## config.mk

```make
export PLATFORM = sky130hd
export DESIGN_NAME = tbc_ctrl
export DESIGN_NICKNAME = d
export VERILOG_FILES = /design/src/tbc_pkg.sv /design/src/tbc_ctrl.sv
export SDC_FILE = /design/constraint.sdc
export NUM_CORES = 1
export LEC_CHECK = 0
export BUFFER_PORTS_ARGS = -buffer_cell sky130_fd_sc_hd__buf_2
export CORE_AREA = 2 2 39 41
export DETAILED_ROUTE_END_ITERATION = 10
export DIE_AREA = 0 0 41 43
export GPL_TIMING_DRIVEN = 0
export PLACE_DENSITY = 0.7
export SLEW_MARGIN = 20
export SYNTH_ARGS = -nofsm -noshare
export SYNTH_HDL_FRONTEND = slang
export SYNTH_SLANG_ARGS = --single-unit
```

## constraint.sdc

```tcl
create_clock -name clk -period 3.1 [get_ports clk]
set_clock_uncertainty 0.05 [all_clocks]
set_input_delay 0.155 -clock clk [delete_from_list [all_inputs] [get_ports clk]]
set_output_delay 0.155 -clock clk [all_outputs]
set_load 0.01 [all_outputs]
```

## src/tbc_pkg.sv

```systemverilog
// ----------------------------------------------------------------------------
// tbc_pkg
// Types and constants shared by the three-band compressor modules.
// ----------------------------------------------------------------------------
package tbc_pkg;

  localparam int QF = 29;
  localparam int FULL_SCALE = 4096;

  localparam logic signed [35:0] K_COMP_KNEE  = 36'sd107374182;
  localparam logic signed [35:0] K_RATIO      = 36'sd134217728;
  localparam logic signed [35:0] K_LIFT_KNEE  = 36'sd29527900;
  localparam logic signed [35:0] K_LIFT_OFS   = 36'sd9663676;
  localparam logic signed [35:0] K_LIFT_AMT   = 36'sd456340275;
  localparam logic signed [35:0] K_GAIN_MIN   = 36'sd161061274;
  localparam logic signed [35:0] K_GAIN_MAX   = 36'sd1744830464;
  localparam logic signed [35:0] K_WET_SCALE  = 36'sd418759311;
  localparam logic signed [35:0] K_SPLIT_SPAN = 36'sd45634028;
  localparam logic signed [35:0] K_HIGH_CAP   = 36'sd295279002;
  localparam logic signed [35:0] K_ENV_FLOOR  = 36'sd107374;
  localparam logic signed [35:0] K_LOW_BASE   = 36'sd3221225;
  localparam logic signed [35:0] K_HIGH_BASE  = 36'sd18790482;
  localparam logic signed [35:0] K_ATT_SPAN   = 36'sd161061274;
  localparam logic signed [35:0] K_REL_BASE   = 36'sd805306;
  localparam logic signed [35:0] K_REL_SPAN   = 36'sd18790482;
  localparam logic signed [35:0] K_GLIDE_BASE = 36'sd9663676;
  localparam logic signed [35:0] K_GLIDE_SPAN = 36'sd107374182;
  localparam logic signed [31:0] K_ENV_RESET  = 32'sd10737418;
  localparam logic signed [31:0] K_ONE        = 32'sd536870912;

  localparam logic [1:0] REG_DRY_WET = 2'd0;
  localparam logic [1:0] REG_TIME    = 2'd1;
  localparam logic [1:0] REG_LEVEL   = 2'd2;
  localparam logic [1:0] REG_SPLIT   = 2'd3;

  // datapath micro-operations, one per controller step
  typedef enum logic [5:0] {
    OP_NOP,
    OP_LOAD,      // capture input, fetch filter state
    OP_SS,        // t0 = s*s
    OP_LC,        // lc = base + t0*span, hc
    OP_LPF,       // lp = lp + (x-lp)*lc, write low filter
    OP_HPF,       // hp = hp + (x-hp)*hc, write high filter
    OP_ATT,
    OP_REL,
    OP_GLIDE,
    OP_BAND_SEL,  // pick band input, fetch env and gain
    OP_ENV,       // new envelope
    OP_TG_PREP,   // e, decide branch, start divider
    OP_TG_DIV,    // wait divider
    OP_TG_LIFT,   // g = 1 + lift*amt
    OP_TG_CLAMP,
    OP_GAIN,      // g = g + (tg-g)*glide
    OP_BAND_OUT,  // acc += x*g
    OP_WET,
    OP_MIX1,
    OP_MIX2,
    OP_MIX3,
    OP_OUT
  } op_t;

  typedef enum logic [4:0] {
    ST_IDLE,
    ST_SS,
    ST_LC,
    ST_LPF,
    ST_HPF,
    ST_ATT,
    ST_REL,
    ST_GLIDE,
    ST_BAND_SEL,
    ST_ENV,
    ST_TG_PREP,
    ST_TG_DIV,
    ST_TG_LIFT,
    ST_TG_CLAMP,
    ST_GAIN,
    ST_BAND_OUT,
    ST_WET,
    ST_MIX1,
    ST_MIX2,
    ST_MIX3,
    ST_OUT,
    ST_HOLD
  } state_t;

  typedef struct packed {
    op_t        op;
    logic [1:0] band;
    logic       div_start;
  } cmd_t;

  typedef struct packed {
    logic div_busy;
    logic div_used;   // target gain took the upward lift branch
  } status_t;

  function automatic logic signed [31:0] sat32(input logic signed [71:0] v);
    if (v > 72'sd2147483647) return 32'sh7fffffff;
    if (v < -72'sd2147483648) return 32'sh80000000;
    return v[31:0];
  endfunction

endpackage

```

## src/tbc_ctrl.sv

```systemverilog
// ----------------------------------------------------------------------------
// tbc_ctrl
// Sequencer: steps the datapath through filters, three bands and the mix.
// ----------------------------------------------------------------------------
module tbc_ctrl (
  input  logic              clk,
  input  logic              rst,
  input  logic              in_valid,
  output logic              in_ready,
  output logic              out_valid,
  input  logic              out_ready,
  output tbc_pkg::cmd_t     cmd,
  input  tbc_pkg::status_t  status
);
  import tbc_pkg::*;

  state_t     state, state_next;
  logic [1:0] band, band_next;

  always_ff @(posedge clk) begin
    if (rst) begin
      state <= ST_IDLE;
      band  <= '0;
    end else begin
      state <= state_next;
      band  <= band_next;
    end
  end

  always_comb begin
    state_next = state;
    band_next  = band;
    unique case (state)
      ST_IDLE:     if (in_valid) state_next = ST_SS;
      ST_SS:       state_next = ST_LC;
      ST_LC:       state_next = ST_LPF;
      ST_LPF:      state_next = ST_HPF;
      ST_HPF:      state_next = ST_ATT;
      ST_ATT:      state_next = ST_REL;
      ST_REL:      state_next = ST_GLIDE;
      ST_GLIDE:    begin
        state_next = ST_BAND_SEL;
        band_next  = 2'd0;
      end
      ST_BAND_SEL: state_next = ST_ENV;
      ST_ENV:      state_next = ST_TG_PREP;
      ST_TG_PREP:  state_next = ST_TG_DIV;
      ST_TG_DIV:   if (!status.div_busy) begin
        state_next = status.div_used ? ST_TG_LIFT : ST_TG_CLAMP;
      end
      ST_TG_LIFT:  state_next = ST_TG_CLAMP;
      ST_TG_CLAMP: state_next = ST_GAIN;
      ST_GAIN:     state_next = ST_BAND_OUT;
      ST_BAND_OUT: begin
        if (band == 2'd2) begin
          state_next = ST_WET;
        end else begin
          band_next  = band + 2'd1;
          state_next = ST_BAND_SEL;
        end
      end
      ST_WET:      state_next = ST_MIX1;
      ST_MIX1:     state_next = ST_MIX2;
      ST_MIX2:     state_next = ST_MIX3;
      ST_MIX3:     state_next = ST_OUT;
      ST_OUT:      state_next = ST_HOLD;
      ST_HOLD:     if (out_ready) state_next = ST_IDLE;
      default:     state_next = ST_IDLE;
    endcase
  end

  always_comb begin
    cmd.op        = OP_NOP;
    cmd.band      = band;
    cmd.div_start = 1'b0;
    in_ready      = (state == ST_IDLE);
    out_valid     = (state == ST_HOLD);
    unique case (state)
      // capture the item at the edge that accepts it
      ST_IDLE:     if (in_valid) cmd.op = OP_LOAD;
      ST_SS:       cmd.op = OP_SS;
      ST_LC:       cmd.op = OP_LC;
      ST_LPF:      cmd.op = OP_LPF;
      ST_HPF:      cmd.op = OP_HPF;
      ST_ATT:      cmd.op = OP_ATT;
      ST_REL:      cmd.op = OP_REL;
      ST_GLIDE:    cmd.op = OP_GLIDE;
      ST_BAND_SEL: cmd.op = OP_BAND_SEL;
      ST_ENV:      cmd.op = OP_ENV;
      ST_TG_PREP:  begin
        cmd.op        = OP_TG_PREP;
        cmd.div_start = 1'b1;
      end
      ST_TG_DIV:   cmd.op = OP_TG_DIV;
      ST_TG_LIFT:  cmd.op = OP_TG_LIFT;
      ST_TG_CLAMP: cmd.op = OP_TG_CLAMP;
      ST_GAIN:     cmd.op = OP_GAIN;
      ST_BAND_OUT: cmd.op = OP_BAND_OUT;
      ST_WET:      cmd.op = OP_WET;
      ST_MIX1:     cmd.op = OP_MIX1;
      ST_MIX2:     cmd.op = OP_MIX2;
      ST_MIX3:     cmd.op = OP_MIX3;
      ST_OUT:      cmd.op = OP_OUT;
      default:     cmd.op = OP_NOP;
    endcase
  end
endmodule

```

* Word level (Yosys, flattened, before mapping) *
Index checks and enable logic that the tools add are counted.

storage, ports and cells
  flip-flop bits (word level) = 7
  latch bits = 0
  bits in writable memories = 0
  memory bits (read-only) = 0
  logic and storage cells = 44
  memories kept = 0

operators by class
  $add $sub $neg = 1
  multiply operators = 0
  div/mod/pow operators = 0
  magnitude comparators = 0
  equality and inequality tests = 26
  shift-type cells = 0
  mux-type cells = 11
  bitwise gates (word level) = 0
  reductions and logical operators = 4

operators with widths
  operator                                             number
  one-hot mux 6 bit (21 select lines)                  1
  one-hot mux 5 bit (22 select lines)                  1
  equality test 5 x 4 -> 1 bit, second input constant  8
  equality test 5 bit, second input constant           6
  equality test 5 x 3 -> 1 bit, second input constant  4
  two-way mux 5 bit                                    4
  equality test 5 x 2 -> 1 bit, second input constant  2
  != test 2 bit, second input constant                 3
  equality test 5 x 1 -> 1 bit, second input constant  1
  zero test 5 bit                                      1
  one-hot mux 2 bit (2 select lines)                   1
  two-way mux 1 bit                                    3
  AND reduction 3 bit                                  1
  adder 2 x 1 -> 2 bit, second input constant          1
  equality test 2 bit, second input constant           1
  two-way mux 2 bit                                    1
  != test 2 x 1 -> 1 bit, second input constant        1
  AND reduction 2 bit                                  1
  nonzero test 2 bit                                   1

* Longest topological paths before layout *
Gate-level depths: netlist (run 1).

  depth after elaboration = 3
  depth in mapped cells = 6
  depth with buffers taken out = 6

* Worst setup path after synthesis (run 1) *
OpenSTA, ideal clock, no wires.

  kind = flip-flop to output port
  from = reg state[2]
  to = out cmd[3] in the netlist's numbering
  arrival = 1.157 ns
  slack = 1.738 ns
  stages on the path, launching flop included = 5
  path through = dfxtp_1 > buf_6 > or2_0 > or3_1 > o21a_1

RTL lines
  what                    line            RTL
  from (decl)             tbc_ctrl.sv:17  state_t state, state_next;
  from (signal assigned)  tbc_ctrl.sv:25  state <= state_next;
  to (decl)               tbc_ctrl.sv:12  output tbc_pkg::cmd_t cmd,

==> summary.txt, run 1 <==
Floorplanning
  • I/O pin total: 17
  • Num rows: 14
  • Die H: 43 um
  • Die area: 1760 um^2
  • Core area: 1380 um^2
  • Die W: 41 um
  • Initial Utilization: 42.4%

Finish
  • Layout cells sized above 1: 32.3%
  • NumNets Final: 107
  • Layout Cells excl Fill: 115
  • Register area: 140 um^2
  • Multi-input combinational cell area: 360 um^2
  • Antenna cells: 0
  • Area grow syn2layout: 20.7%
  • Final instance area: 708 um^2
  • Fill cells: 150

Clocking
  • Bufs on Longest Clock Path: 2
  • Post-CTS setup buffers: 0
  • TritonCTS clock tree: built
  • Clock sink total: 7
  • CTS root buf: clkbuf_4
  • Hold Buf Count CTS: 0
  • Post-cts sizing count: 0
  • Clk_lat worst skew: 0.26 ns
  • Clock transition at path regs: 0.05 ns
  • H-tree depth: 1
  • TritonCTS Buffers: 3

Logic synthesis
  • Compound-cell area share of the yosys netlist: 23.2%
  • Synth Area in Adders: 2.13%
  • Avg Cell Area, Syn: 7.34 um^2
  • Async set or reset register ratio after synthesis: 0%
  • Simple-Gate Fraction of Synth Area: 32.2%
  • Register area share after synthesis: 23.9%
  • Cell area after synthesis: 587 um^2
  • YS warnings: 0
  • Number of flops mapped to enable cells by yosys: 0
  • Synth Instances: 80
  • Most used DFF post-synth: dfxtp_1
  • Distinct cells, synth: 32
  • Post-synthesis mux area share: 1.71%
  • FF+latch count, synth: 7
  • Synth area leader: dfxtp_1
  • Leading post-synthesis cells by cell area: dfxtp_1 (24%), buf_4 (5.1%), nand2_1 (4.5%)
  • Syn Nets: 87
  • Xor/xnor cell area share of the yosys netlist: 1.49%
  • Top cell type's share of synthesized area: 23.9%
  • Synth top cells by count: dfxtp_1 (7), nand2_1 (7), nor2_1 (7)
  • Largest family of logic cells by synthesized area: simple AND/OR/NAND/NOR gates

Detailed routing
  • Via count: 616
  • Routed wire per std cell: 11.9 um
  • DRC errors left: 0
  • Final WL: 1370 um
  • Routed Antenna Nets: 0
  • Vias per cell: 5.36
  • Pre-Repair DR Iteration Count: 4
  • DRT iter0 DRCs: 16

STA
  • Final period util: 57.8%
  • Fin crit period: 1.79 ns
  • RSZ-0062 raised after global routing: false
  • Final setup viols: 0
  • Setup TNS: 0 ns
  • Fmax: 558 MHz
  • Final setup margin: 1.31 ns
  • Final Hold Fails: 0
  • Final Slew Violations: 0

Critical path
  • Startpoint Class: flip-flop
  • Max incr delay on CP: 0.30 ns
  • CP endpoint kind: output pin
  • Top cell family by delay on the critical path: buffers and inverters
  • CP max-delay cell: dfxtp_1
  • CP Cell Sequence: buf_2 -> buf_2 -> a21oi_1 -> o21ai_0 -> inv_1 -> buf_4 -> buf_2
  • Cell mode on critical path: buf_2
  • Crit Path Class: flip-flop to output pin
  • WP buf/inv: 5
  • Critical Path AT: 1.59 ns
  • Crit path max fanout: 10
  • Required time worst endpoint: 2.89 ns

Place
  • HPWL after DPL: 981 um
  • Buffers added on ports: 15
  • Post-Place Cells: 111
  • Pre-CTS setup slack: 1.59 ns
  • Routability cong.: 0.827
  • Dpl cell area: 682 um^2

Global route
  • Largest net degree at the start of global routing: 11
  • Via count of the first global-routing pass: 536
  • Initial antenna violation count: 0
  • GR Util All Layers: 18.8%
  • GR Overflow Total: 0
  • First-pass GRT wire length: 2100 um

Power and ir drop
  • Cell Pwr Density: 378 nW/um^2
  • Total power draw: 268 uW
  • Peak supply drop: 0.196 mV
  • Pleak: 0.332 nW

Job
  • Max cap viols: 0

Run status
  • Status: complete, no violations

Hold path
  • Min-delay worst type: input port to flip-flop
## cell type report
class                      count  area share [%]
buffer                         9            9.54
inverter                       5            2.65
sequential                     7            19.8
clock buffer                   4            3.71
tap                           16            2.83
multi-input combinational     59            50.9
timing repair buffer          15            10.6
## final timing paths
check,start,cells past startpoint,slack (ns),to
setup / recovery,state[3],7,1.31,cmd[5]
hold / removal,rst,2,0.03,band[0]
setup reg to reg,band[0],5,1.72,state[4]
hold reg to reg,band[0],2,0.43,band[0]
## report_power, final
part           switching [mW]  internal, mW  total, mW
sequential            0.00355        0.0945     0.0981
clock                  0.0390        0.0495     0.0885
combinational          0.0415        0.0397     0.0812
total                  0.0841         0.184      0.268
## sequential cells by signal, indices dropped and copies added (netlist names)
name / flops
band: 2
state: 5
## per-stage QoR
step | utilization [%] | hold WS, ns
detailed placement | 49.3 | 0.307
global placement | 49.3 | 0.307
global route | 51.2 | 0.0215
finish | 51.2 | 0.0315
floorplan | - | 0.174
CTS | 51.2 | 0.0247
## routing by layer
metal  track usage (%)  wire length [um]  vias to the layer above
met5                 0                 0                        -
met4              13.3                33                        0
met3              10.5                87                        4
met2              26.6               643                       15
met1              20.1               606                      281
li1                  -                 -                      316
## cells in the final DEF (no fill, tap or decap), types with 3 or more instances in the layout
master / synthesis / layout
nor3_1: 4 / 4
nor2_1: 7 / 7
buf_4: 4 / 4
or3_1: 3 / 3
o21ai_0: 5 / 5
nand2_1: 7 / 7
dfxtp_1: 7 / 7
o21a_1: 3 / 3
clkbuf_4: 0 / 3
buf_2: 3 / 18
a21oi_1: 5 / 5
inv_1: 5 / 5
## worst reg2reg max path, delay by kind of cell, from the launching register on
| kind | cells | cell delay [ns] |
|---|---|---|
| flops | 1 | 0.33 |
| compound gates | 1 | 0.17 |
| buf+inv | 2 | 0.16 |
| fa+ha+maj | 1 | 0.24 |
| simple gates | 1 | 0.37 |
## kinds of logic (layout without fill, tap and decap cells)
logic type               after synthesis  count (layout)
multiplexers                           1               1
AO/OA/AOI/OAI                         21              21
XOR/XNOR                               1               1
other                                  1               1
buffers and inverters                 14              33
flip-flops                             7               7
adder cells (fa/ha/maj)                1               1
AND/OR/NAND/NOR                       34              34
Note: power is estimated with default switching activity, not from simulation.
==> run 2, diff against run 1 <==
==> constraint.sdc (replaced) <==
create_clock -name clk -period 1.7 [get_ports clk]
set_clock_uncertainty 0.05 [all_clocks]
set_input_delay 0.085 -clock clk [delete_from_list [all_inputs] [get_ports clk]]
set_output_delay 0.085 -clock clk [all_outputs]
set_load 0.01 [all_outputs]
==> run 2 against run 1 <==
- cell area increased by 1.9%
- sequential power is 83% higher
- flip-flop and latch count did not move
- clock-buffer cell count did not move
- via count increased by 0.32%
- cell count unchanged
- first-iteration DRC count increased by 6.3%
- die area stayed put
- combinational power up 86%
- power rose by 85%
- largest power group unchanged
- critical path depth shrank 3
- non-clock buffer count stayed put
==> summary.txt, run 2 (synthesis results as in run 1) <==
Power and ir drop
  • Cell Pwr Density: 686 nW/um^2 (+81%)
  • Sw Ratio: 31.6% (+0.15 points)
  • Total power draw: 495 uW (+85%)
  • Clk pwr share: 33.2% (+0.2 points)
  • Comb power frac: 30.6% (+0.3 points)
  • Seq pwr share: 36.3% (-0.3 points)
  • Psw: 156 uW (+86%)
  • Peak supply drop: 0.370 mV (+89%)
  • P_int: 339 uW (+84%)
  • Pleak: 0.331 nW (-0.28%)

Detailed routing
  • DRC errors left: 0 (unchanged)
  • DRT iter0 DRCs: 17 (+1)
  • Routed Antenna Nets: 0 (unchanged)
  • Routed wire per std cell: 11.5 um (-3.2%)
  • Vias per cell: 5.37 (+0.32%)
  • Final WL: 1330 um (-3.2%)
  • Via count: 618 (+0.32%)
  • Pre-Repair DR Iteration Count: 4 (unchanged)

Hold path
  • Hold path start: out_ready
  • Min-delay worst type: input port to flip-flop
  • Hold endpoint: state[2]
  • Hold Crit Depth: 3 (+1)

Floorplanning
  • Initial Utilization: 42.4% (unchanged)
  • I/O pin total: 17 (unchanged)
  • Core area: 1380 um^2 (unchanged)
  • Die W: 41 um (unchanged)
  • Num rows: 14 (unchanged)
  • Die H: 43 um (unchanged)
  • Die area: 1760 um^2 (unchanged)

Critical path
  • Crit Path Class: flip-flop to output pin
  • Reg-to-Reg Start: state[3]
  • Startpoint Class: flip-flop
  • Worst reg2reg path endpoint: state[0]
  • Crit path max fanout: 8 (-2)
  • Required time worst endpoint: 1.56 ns (-1.33 ns)
  • R2R cell count: 5 (unchanged)
  • FF-to-FF setup slack: 0.31 ns (-1.41 ns)
  • Critical Path AT: 1.50 ns (-0.09 ns)
  • CP endpoint kind: output pin

Global route
  • Via count of the first global-routing pass: 516 (-3.7%)
  • Largest net degree at the start of global routing: 12 (+1)
  • Initial antenna violation count: 0 (unchanged)
  • GR Util All Layers: 18.8% (unchanged)
  • First-pass GRT wire length: 2110 um (+0.33%)
  • GR Overflow Total: 0 (unchanged)

Place
  • Routability cong.: 0.827 (unchanged)
  • HPWL after DPL: 981 um (unchanged)
  • Dpl cell area: 682 um^2 (unchanged)
  • Buffers added on ports: 15 (unchanged)
  • Post-Place Cells: 111 (unchanged)

Clocking
  • Clk_lat worst skew: 0.27 ns (about the same)
  • CTS root buf: clkbuf_4
  • Bufs on Longest Clock Path: 2 (unchanged)
  • H-tree depth: 1 (unchanged)
  • Clock transition at path regs: 0.05 ns (about the same)
  • TritonCTS Buffers: 3 (unchanged)
  • TritonCTS clock tree: built
  • Clock sink total: 7 (unchanged)

Finish
  • Layout Cells excl Fill: 115 (unchanged)
  • Final instance area: 722 um^2 (+1.9%)
  • Most frequent cells in the layout: buf_2 (15), nand2_1 (7), nor2_1 (7)
  • Most common cell after layout, fill and taps aside: buf_2
  • Layout cells sized above 1: 35.4% (+3.0 points)
  • NumNets Final: 107 (unchanged)
  • Fill cells: 145 (-3.3%)
  • Area grow syn2layout: 23.0%
  • Regs by FF count: state (5), band (2)
  • Multi-input combinational cell area: 360 um^2 (unchanged)
  • Max reg flops: 5 (unchanged)
  • Register area: 148 um^2 (+5.4%)
  • Antenna cells: 0 (unchanged)
  • Largest reg by FF count: state

STA
  • Setup TNS: 0 ns (unchanged)
  • Fmax: 612 MHz
  • Final Slew Violations: 0 (unchanged)
  • Fin crit period: 1.63 ns
  • Final period util: 96.1%
  • RSZ-0062 raised after global routing: false
  • Final Hold Fails: 0 (unchanged)
  • Final setup viols: 0 (unchanged)

Job
  • Max cap viols: 0 (unchanged)

Run status
  • Status: complete, no violations
-- run 2: timing repair --
item / 4_1_cts / 5_1_grt
pin swaps: 2 / 1
hold buffers: 1 / 0
endpoints found under the setup margin: 2 / 2
setup buffers: 1 / 0
resized for setup: 3 / 5
endpoints found under the hold margin: 2 / 0
-- run 2: routing by layer --
layer	vias up	share of wire, %	track usage (%)
met4	0	2.6	12.0
met5	-	0	0
met1	279	42	20.7
li1	316	-	-
met3	4	7.6	9.95
met2	19	48	26.9
-- run 2: per-stage QoR --
step | worst slack (ns) | utilization [%] | hold WS [ns]
2_1_floorplan | 0.399 | - | 0.104
3_3_place_gp | 0.267 | 49.3 | 0.237
3_5_place_dp | 0.260 | 49.3 | 0.237
4_1_cts | 0.00291 | 51.6 | 0.107
5_1_grt | 0.0136 | 52.2 | 0.115
6_report | 0.0671 | 52.2 | 0.106
-- run 2: layout make-up --
class                           count  area share, %
Multi-Input combinational cell     59           49.9
Sequential cell                     7           20.5
Timing Repair Buffer               17           12.8
Buffer                              7           7.80
Clock buffer                        4           3.64
Tap cell                           16           2.77
Inverter                            5           2.60
-- run 2: worst max-delay path by stage --
stage                  start       end  slack, ns  depth (start not counted)
floorplan            band[1]  state[4]       0.40                          4
global placement    state[3]    cmd[5]       0.27                          7
detailed placement  state[3]    cmd[5]       0.26                          7
CTS                 state[4]    cmd[5]      0.003                          6
global route        state[3]    cmd[3]       0.01                          4
finish              state[3]    cmd[3]       0.07                          4
-- run 2: power groups by stage --
stage	registers (mW)	logic, mW	clock network, mW
floorplan	0.181	0.109	0
global placement	0.182	0.145	0
detailed placement	0.182	0.147	0
CTS	0.180	0.151	0.168
global route	0.181	0.165	0.177
finish	0.180	0.151	0.164
-- run 2: critical path: stages, from the launching register on --
cell     delay [ns]
dfxtp_4        0.37
or2_0          0.23
or3_1          0.33
o21a_1         0.17
buf_2          0.13
